$ cat src/hdl/psdm_pkg.sv
// Shared constants, types and modular helpers for the power series divider.
`timescale 1ns / 1ps
`default_nettype none

package psdm_pkg;

  localparam int DEPTH   = 4096;
  localparam int ADDR_W  = $clog2(DEPTH);
  localparam int CNT_W   = ADDR_W + 1;
  localparam int RES_W   = 30;
  localparam int INDEX_W = 12;
  localparam int MU_W    = RES_W + 1;
  // wide enough for the Barrett remainder before correction, below 3p
  localparam int BAR_W   = RES_W + 2;
  localparam int S_TDATA_W = 64;
  localparam int M_TDATA_W = 48;

  localparam logic [RES_W-1:0] PRIME    = RES_W'(998244353);
  localparam logic [BAR_W-1:0] PRIME_1X = {2'b00, PRIME};
  localparam logic [BAR_W-1:0] PRIME_2X = {1'b0, PRIME, 1'b0};
  // floor(2^60 / p), reciprocal for the quotient estimate
  localparam logic [MU_W-1:0]  BARRETT_MU = MU_W'((64'd1 << (2 * RES_W)) / 64'(PRIME));

  typedef enum logic [2:0] {
    ST_IDLE,
    ST_MAC,
    ST_DRAIN,
    ST_FINISH
  } state_t;

  typedef struct packed {
    logic load;
    logic issue;
    logic finish;
  } ctrl_cmd_t;

  typedef struct packed {
    logic ovf_now;
    logic k_zero;
    logic last_issue;
    logic pipe_busy;
  } dp_status_t;

  // One conditional subtract; valid for any input below twice the prime.
  function automatic logic [RES_W-1:0] mod_fold(input logic [RES_W:0] x);
    logic [RES_W:0] d;
    d = x - {1'b0, PRIME};
    if (x >= {1'b0, PRIME}) begin
      return d[RES_W-1:0];
    end
    return x[RES_W-1:0];
  endfunction

endpackage

`default_nettype wire

$ cat src/hdl/psdm_ctrl.sv
// Controller state machine: sequences load, multiply-accumulate, drain and result.
`timescale 1ns / 1ps
`default_nettype none

module psdm_ctrl (
  input  wire logic                 clk,
  input  wire logic                 rst,
  input  wire logic                 s_tvalid,
  output logic                      s_tready,
  output logic                      m_tvalid,
  input  wire logic                 m_tready,
  input  wire psdm_pkg::dp_status_t status,
  output psdm_pkg::ctrl_cmd_t       cmd
);
  import psdm_pkg::*;

  state_t state;
  state_t state_next;

  always_ff @(posedge clk) begin
    if (rst) begin
      state    <= ST_IDLE;
      m_tvalid <= 1'b0;
    end else begin
      state <= state_next;
      if (cmd.finish) begin
        m_tvalid <= 1'b1;
      end else if (m_tready) begin
        m_tvalid <= 1'b0;
      end
    end
  end

  always_comb begin
    state_next = state;
    s_tready   = 1'b0;
    cmd        = '0;
    case (state)
      ST_IDLE: begin
        s_tready = 1'b1;
        if (s_tvalid) begin
          cmd.load = 1'b1;
          // nothing to sum for index 0 or an overflow word
          if (status.ovf_now || status.k_zero) begin
            state_next = ST_FINISH;
          end else begin
            state_next = ST_MAC;
          end
        end
      end
      ST_MAC: begin
        cmd.issue = 1'b1;
        if (status.last_issue) begin
          state_next = ST_DRAIN;
        end
      end
      ST_DRAIN: begin
        if (!status.pipe_busy) begin
          state_next = ST_FINISH;
        end
      end
      ST_FINISH: begin
        if (!m_tvalid || m_tready) begin
          cmd.finish = 1'b1;
          state_next = ST_IDLE;
        end
      end
      default: begin
        state_next = ST_IDLE;
      end
    endcase
  end

  a_finish_sets_valid: assert property (@(posedge clk) disable iff (rst)
    cmd.finish |=> m_tvalid)
    else $error("result not presented after finish");

  a_no_load_during_work: assert property (@(posedge clk) disable iff (rst)
    cmd.issue |-> !s_tready)
    else $error("input taken while an item is in progress");

  a_issue_follows_load: assert property (@(posedge clk) disable iff (rst)
    (cmd.load && !status.ovf_now && !status.k_zero) |=> cmd.issue)
    else $error("multiply-accumulate did not start after load");

endmodule

`default_nettype wire

$ cat config.mk
export PLATFORM = sky130hd
export DESIGN_NAME = psdm_ctrl
export DESIGN_NICKNAME = d
export VERILOG_FILES = /design/src/hdl/psdm_pkg.sv /design/src/hdl/psdm_ctrl.sv
export SDC_FILE = /design/constraint.sdc
export NUM_CORES = 1
export LEC_CHECK = 0
export ABC_AREA = 1
export BUFFER_PORTS_ARGS = -buffer_cell sky130_fd_sc_hd__buf_2
export CAP_MARGIN = 30
export CORE_AREA = 3 3 40 42
export CTS_BUF_LIST = sky130_fd_sc_hd__clkbuf_8
export CTS_CLUSTER_DIAMETER = 40
export DETAILED_ROUTE_END_ITERATION = 12
export DIE_AREA = 0 0 43 45
export RECOVER_POWER = 100
export SYNTH_ARGS = -nofsm -noshare
export SYNTH_HDL_FRONTEND = slang
export SYNTH_SLANG_ARGS = --single-unit
$ cat constraint.sdc
create_clock -name clk -period 1.3 [get_ports clk]
set_clock_uncertainty 0.05 [all_clocks]
set_input_delay 0.195 -clock clk [delete_from_list [all_inputs] [get_ports clk]]
set_output_delay 0.195 -clock clk [all_outputs]
set_load 0.02 [all_outputs]
==> results of run 1 <==
-- power groups by stage --
stage                     combinational, mW  clock (mW)  sequential [mW]
after floorplan                       0.406           0            0.171
after global placement                0.550           0            0.170
after detailed placement              0.563           0            0.173
after CTS                             0.646       0.273            0.186
after global routing                  0.762       0.283            0.230
final                                 0.692       0.264            0.218
-- metal layers --
layer / vias to the layer above / routed length (um) / part of all wire / GRT usage
met1: 130 / 268 / 0.41 / 0.0600
met5: - / 0 / 0 / 0
met4: 0 / 21 / 0.032 / 0.0723
met2: 7 / 335 / 0.51 / 0.138
li1: 159 / - / - / -
met3: 2 / 26 / 0.040 / 0.0239
-- sequential cells by signal (all words and copies together), names as in the netlist --
signal and cells:
m_tvalid 1, state 2
-- cell type report --
type                    instances  area [sq um]  area share
multi-input cells              27           199       0.422
repair buffers                 16          98.8       0.210
flip-flops and latches          3          67.6       0.143
inverters                      10          42.5      0.0902
clock buffers                   3          41.3      0.0875
well taps                      15          18.8      0.0398
clock inverters                 1          3.75     0.00796
-- worst paths after layout --
path | slack, ns | start | depth (start not counted) | to
worst max-delay path | 0.02 | state[0] | 4 | cmd[0]
worst min register to register | 0.46 | m_tvalid | 2 | m_tvalid
worst min-delay path | 0.10 | rst | 2 | m_tvalid
worst max register to register | 0.08 | state[0] | 8 | state[1]
-- worst max-delay path, cell delays in order (launching register included) --
cell and delay [ns]:
dfxtp_4 0.38, ha_4 0.14, inv_1 0.06, a21oi_2 0.10
buf_4 0.14
-- placed cells by master, fill, tap and decap left out --
master and instances:
a21oi_1 1, a21oi_2 1, buf_2 10, buf_4 5, buf_6 1, clkbuf_8 3, dfxtp_1 1, dfxtp_4 2
ha_1 2, ha_2 1, ha_4 2, inv_1 5, inv_2 4, inv_4 2, nand2_1 8, nand2_2 2
nand3_1 1, nand4_1 1, nor2_1 4, nor2_2 2, o21ai_1 1, o21ai_2 1
-- logic make-up (layout without fill, tap and decap cells) --
family	Yosys count	after routing	share of synthesized area
AOI/OAI and AO/OA	4	4	0.0913
DFF	3	3	0.231
and+or+nand+nor	18	18	0.293
adders and majority gates	5	5	0.240
buffers and inverters	10	30	0.144
-- repair_timing --
action                                  in CTS  in global routing
pin swaps                                    1                  4
buffers inserted                             1                  1
endpoints found under the setup margin       5                  3
resized for setup                            8                 11
==> flow_metrics.tcl, run 1 <==
set metrics [dict create \
    total_power_mw 1.17 \
    cp_max_fo 4 \
    vias 298 \
    worstSkewPairLatency_ns 0.22 \
    fmax_mhz 783 \
    place_congestion 0.627 \
    ys_seq_elements 3 \
    fin_area_sq_um 472 \
    avgSynthCellArea_sq_um 6.51 \
    root_buffer "clkbuf_8" \
    power_frac_comb 0.589 \
    synth_nets 53 \
    synth_cells 40 \
    yosysWarningCount 0 \
    netlist_area_sq_um 260 \
    drc 0 \
    worstSetupEndpointType "output pin" \
    tightest_slew_ns 0.148 \
    whs_ns 0.101 \
    synth_cell_types 12 \
    drv_slew 0 \
    die_h_um 45 \
    p_int_mw 0.673 \
    clockBufferDepth 2 \
    outcome "completed" \
    preCtsSetupSlack_ns -0.00584 \
    area_growth_syn_to_layout_pct 81.2 \
    max_slew_margin 0.901 \
    hold_buffers 0 \
    fin_util 0.367 \
    clock-sinks 3 \
    drive_above_1_share 0.600 \
    tritoncts.num_buffers 3 \
    swShare 0.427 \
    routedWlPerCell_um 8.71 \
    crit_type "reg2out" \
    peakVddDrop_mv 0.610 \
    p_leak_nw 0.252 \
    diodes 0 \
    routed_wl_um 653 \
    synth_common_cells "10 x nand2_1, 7 x inv_1, 5 x ha_1" \
    ios 13 \
    start_util 0.203 \
    finalHoldViolations 0 \
    via_per_inst 3.97 \
    drtPass1Iterations 2 \
    yosys.area.top_type_share 0.240 \
    dp_cells 69 \
    grt_pass1_wl_um 1020 \
    n_fill_cell 137 \
    power.switching_mw 0.501 \
    synth_top_flop_cell "dfxtp_1" \
    synth_area_leaders "ha_1 24%, dfxtp_1 23%, nand2_1 14%" \
    fin_nets 74 \
    path_clk_slew_ns 0.03 \
    hp-class "in2reg" \
    core_sq_um 1280 \
    seq_power_share 0.186 \
    rows 13 \
    synth_edf_count 0 \
    arrival_ns 1.03 \
    setup_violations 0 \
    tns_ns 0 \
    hpwlAfterDp_um 499 \
    grt_start_max_net_pins 6 \
    die-area_sq_um 1940 \
    synth.most_common_cell "nand2_1" \
    fin_crit_sh 0.982 \
    h-tree-depth 1 \
    overflow 0 \
    fin_ws_ns 0.0233 \
    p_clk_frac 0.225 \
    antenna_found_initial 0 \
    start_kind "flip-flop" \
    dpl_cell_area_sq_um 357 \
    drv_cap 0 \
    p_per_area_nw_per_um2 2490 \
    synth_top_area_cell "ha_1" \
    seq_area_frac_synth 0.231 \
    grt.total_usage 0.0740 \
    period_needed_ns 1.28 \
    drtIter0Drc 2 \
    first_global_vias 279 \
    synth-async-reset-ratio 0 \
    portBuffers 12 \
    layout.cells.non_filler 75 \
    ant_nets 0 \
    cts_tree "built" \
    die_w_um 43 \
    required_ns 1.05 \
]
No activity file was read; power rests on OpenSTA's default activity.
==> inputs of run 2 (changes only) <==
- SETUP_SLACK_MARGIN: default -> 0.1
==> run 2 against run 1 <==
  * First-iteration DRC count rose by 100%
  * Via count fell by 2.7%
  * Hold slack improved by 0.0063 ns
  * Non-clock buffer count fell by 1
  * Clock-buffer cell count did not move
  * Sequential share of layout area fell by 0.65 points
  * Total power rose by 6.7%
==> flow_metrics.tcl, run 2 (synthesis gave the netlist of run 1 again) <==
set metrics [dict create \
    outcome "completed" \
    drc 0 \
    power_frac_comb 0.619 \
    rsz0062_at_grt "true" \
    seq_power_share 0.173 \
    p_clk_frac 0.208 \
    hold_buffers 0 \
    tritoncts.num_buffers 3 \
    fin_nets 73 \
    period_needed_ns 1.26 \
    die-area_sq_um 1940 \
    place_congestion 0.653 \
    worstSetupEndpointType "output pin" \
    largest-register "state" \
    max_slew_margin 0.832 \
    die_w_um 43 \
    die_h_um 45 \
    layout.cells.non_filler 74 \
    largestRegisters "state x2, m_tvalid x1" \
    p_leak_nw 0.249 \
    core_sq_um 1280 \
    tightest_slew_ns 0.253 \
    via_per_inst 3.92 \
    start_kind "flip-flop" \
    drv_cap 0 \
    hpwlAfterDp_um 461 \
    ios 13 \
    first_global_vias 268 \
    worstSkewPairLatency_ns 0.21 \
    antenna_found_initial 0 \
    peakVddDrop_mv 0.885 \
    drtIter0Drc 4 \
    clockBufferDepth 2 \
    grt_start_max_net_pins 6 \
    routedWlPerCell_um 8.22 \
    required_ns 1.05 \
    routed_wl_um 608 \
    area_growth_syn_to_layout_pct 89.9 \
    vias 290 \
    drtPass1Iterations 4 \
    grt_pass1_wl_um 1020 \
    drive_above_1_share 0.627 \
    fin_crit_sh 0.970 \
    largest_reg_flops 2 \
    hp-class "in2reg" \
    cp_max_fo 5 \
    path_clk_slew_ns 0.03 \
    setup_violations 0 \
    rows 13 \
    p_int_mw 0.735 \
    dp_cells 67 \
    power.switching_mw 0.518 \
    start_util 0.203 \
    finalHoldViolations 0 \
    ant_nets 0 \
    portBuffers 12 \
    fmax_mhz 793 \
    arrival_ns 1.02 \
    cts_tree "built" \
    crit_type "reg2out" \
    drv_slew 0 \
    n_fill_cell 136 \
    clock-sinks 3 \
    overflow 0 \
    root_buffer "clkbuf_8" \
    fin_util 0.385 \
    diodes 0 \
    layout_common_cells "7 x nand2_1, 7 x buf_2, 5 x inv_2" \
    swShare 0.413 \
    grt.total_usage 0.0756 \
    h-tree-depth 1 \
    p_per_area_nw_per_um2 2540 \
]
[run 2: path summary, 6_finish.rpt]
path	startpoint	end	slack [ns]	cells after the start
setup / recovery	state[1]	cmd[2]	0.04	5
hold / removal	rst	m_tvalid	0.11	2
setup reg to reg	state[0]	state[1]	0.08	8
hold reg to reg	m_tvalid	m_tvalid	0.47	2
[run 2: routing by layer]
layer  GRT usage  vias up  part of all wire
met5           0        -                 0
met2       0.123       10              0.49
met1      0.0767      121              0.42
li1            -      159                 -
met3      0.0598        0             0.084
met4      0.0181        0                 0
[run 2: worst max-delay path: stages, from the launching register on]
cell,delay (ns)
dfxtp_4,0.37
inv_4,0.05
ha_4,0.17
nand2_2,0.06
inv_2,0.03
buf_6,0.11
[run 2: what timing repair did]
action                                  CTS  global route
gates resized for setup                  12             9
buffers inserted                          3             0
pin swaps                                 4             5
endpoints found under the setup margin    6             6
[run 2: area by class of cell]
type,instances,area [sq um],share of cell area
Clock buffer,3,41.3,0.0835
Clock inverter,1,3.75,0.00759
Inverter,10,42.5,0.0861
Multi-Input combinational cell,27,214,0.433
Sequential cell,3,67.6,0.137
Tap cell,15,18.8,0.0380
Timing Repair Buffer,15,106,0.215
[run 2: through the flow]
step	power, mW	hold WS [ns]	instance area (sq um)	TNS [ns]	setup slack [ns]
detailed placement	0.774	0.326	368	0	0.0134
global route	1.37	0.111	494	-0.0218	-0.0171
global placement	0.768	0.326	368	0	0.0337
floorplan	0.664	0.214	289	0	0.109
CTS	1.21	0.107	475	0	0.0229
finish	1.25	0.107	494	0	0.0396
[run 2: power by group through the flow]
stage,Combinational [mW],Clock [mW],Sequential [mW]
final,0.775,0.261,0.217
after global routing,0.862,0.283,0.228
after CTS,0.726,0.270,0.211
after detailed placement,0.576,0,0.198
after global placement,0.573,0,0.196
after floorplan,0.472,0,0.192
==> inputs of run 3 (changes only) <==
--- a/constraint.sdc
+++ b/constraint.sdc
@@ -4,2 +4,2 @@
 set_output_delay 0.195 -clock clk [all_outputs]
-set_load 0.02 [all_outputs]
+set_load 0.1 [all_outputs]
==> run 3 against run 2 <==
  * First-iteration DRC count shrank 25%
  * Critical endpoint unchanged
  * Wire length grew 9.0%
  * The flow now finishes with violations (negative setup slack)
  * Maximum frequency shrank 7.7%
  * Register-to-register slack lost 0.04 ns
  * Via count grew 6.6%
  * Highest routed layer unchanged
  * Largest cell class unchanged
  * Critical path depth is the same
==> flow_metrics.tcl, run 3 (synthesis gave the netlist of run 1 again) <==
set metrics [dict create \
    tightest_slew_ns 0.302 \
    via_per_inst 4.07 \
    rsz0062_at_grt "true" \
    max_slew_margin 0.800 \
    dpl_cell_area_sq_um 463 \
    fin_crit_sh 1.05 \
    die_w_um 43 \
    largest_reg_flops 2 \
    routedWlPerCell_um 8.72 \
    diodes 0 \
    hpwlAfterDp_um 461 \
    die_h_um 45 \
    whs_endpoint "m_tvalid" \
    cts_tree "built" \
    cp_max_fo 5 \
    drtIter0Drc 3 \
    first_global_vias 294 \
    hp-class "in2reg" \
    register_area_sq_um 68.8 \
    grt.total_usage 0.0732 \
    largestRegisters "state x2, m_tvalid x1" \
    antenna_found_initial 0 \
    routed_wl_um 663 \
    start_kind "flip-flop" \
    hold_buffers 0 \
    timing.rr.start "state[1]" \
    grt_pass1_wl_um 1040 \
    overflow 0 \
    drc 0 \
    violations "negative setup slack" \
    drv_cap 0 \
    rows 13 \
    place_congestion 0.620 \
    period_needed_ns 1.37 \
    crit_start "state[1]" \
    finalHoldViolations 0 \
    largest-register "state" \
    fmax_mhz 732 \
    tritoncts.num_buffers 3 \
    worstSkewPairLatency_ns 0.21 \
    worstSetupEndpointType "output pin" \
    start_util 0.203 \
    required_ns 1.05 \
    fin_ws_ns -0.0660 \
    ant_nets 0 \
    grt_start_max_net_pins 6 \
    ios 13 \
    layout_common_cells "7 x buf_2, 6 x nand2_1, 5 x buf_4" \
    clock-sinks 3 \
    arrival_ns 1.12 \
    fin_nets 75 \
    r2r-end "state[1]" \
    vias 309 \
    ff2ff_path_depth 9 \
    path_clk_slew_ns 0.03 \
    final_common_cell "buf_2" \
    die-area_sq_um 1940 \
    portBuffers 12 \
    root_buffer "clkbuf_8" \
    rrSetupSlack_ns 0.04 \
    fin_area_sq_um 568 \
    setup_violations 3 \
    crit_type "reg2out" \
    h-tree-depth 1 \
    hp-start "rst" \
    clockBufferDepth 2 \
    area_growth_syn_to_layout_pct 118 \
    drv_slew 0 \
    drtPass1Iterations 3 \
    outcome "complete, but fails checks" \
    drive_above_1_share 0.689 \
    n_fill_cell 131 \
    core_sq_um 1280 \
    multiInputGateArea_sq_um 229 \
    holdPathStages 2 \
]
[run 3: changes by cell type in the layout (fill, tap and decap cells not counted), sizes merged]
| cell | delta |
|---|---|
| buf | +2 |
| clkinvlp | +1 |
| inv | -1 |
[run 3: layout make-up]
class	instances	share of cell area
Tap cell	15	0.0330
Inverter	10	0.0815
Timing Repair Buffer	17	0.282
Clock inverter	1	0.00661
Clock buffer	3	0.0727
Multi-Input combinational cell	27	0.403
Sequential cell	3	0.121
[run 3: timing repair]
item | CTS | global route
pin swaps | 4 | 3
buffers inserted | 5 | 0
endpoints found under the hold margin | 0 | 0
endpoints found under the setup margin | 6 | 6
resized for setup | 7 | 4
[run 3: worst max path at each step]
stage | to | slack (ns) | cells after the start
2_1_floorplan | cmd[2] | -0.16 | 4
3_3_place_gp | state[1] | 0.04 | 8
3_5_place_dp | state[1] | 0.02 | 8
4_1_cts | cmd[0] | -0.06 | 4
5_1_grt | cmd[2] | -0.10 | 5
6_report | cmd[2] | -0.07 | 5
[run 3: stage by stage]
stage / TNS [ns] / util / std cells / worst slack, ns / hold WS [ns]
finish: -0.141 / 0.442 / 76 / -0.0660 / 0.0914
global placement: 0 / 0.360 / 67 / 0.0363 / 0.315
floorplan: -0.273 / - / 40 / -0.164 / 0.207
CTS: -0.151 / 0.438 / 76 / -0.0580 / 0.0875
detailed placement: 0 / 0.360 / 67 / 0.0222 / 0.312
global route: -0.302 / 0.442 / 76 / -0.102 / 0.0892
[run 3: layer usage]
metal / vias to the layer above / part of all wire / track usage
li1: 159 / - / -
met1: 143 / 0.39 / 0.0625
met2: 7 / 0.56 / 0.141
met3: 0 / 0.057 / 0.0359
met4: 0 / 0 / 0.0361
met5: - / 0 / 0
[run 3: worst max-delay path, cell delays in order, from the launching register on]
cell	delay, ns
dfxtp_4	0.37
inv_4	0.05
ha_4	0.17
nand2_4	0.06
clkinvlp_4	0.08
buf_12	0.16
Power of run 3 is not shown: default switching activity piles up to over one toggle a cycle in this logic, so the estimate is an artifact.
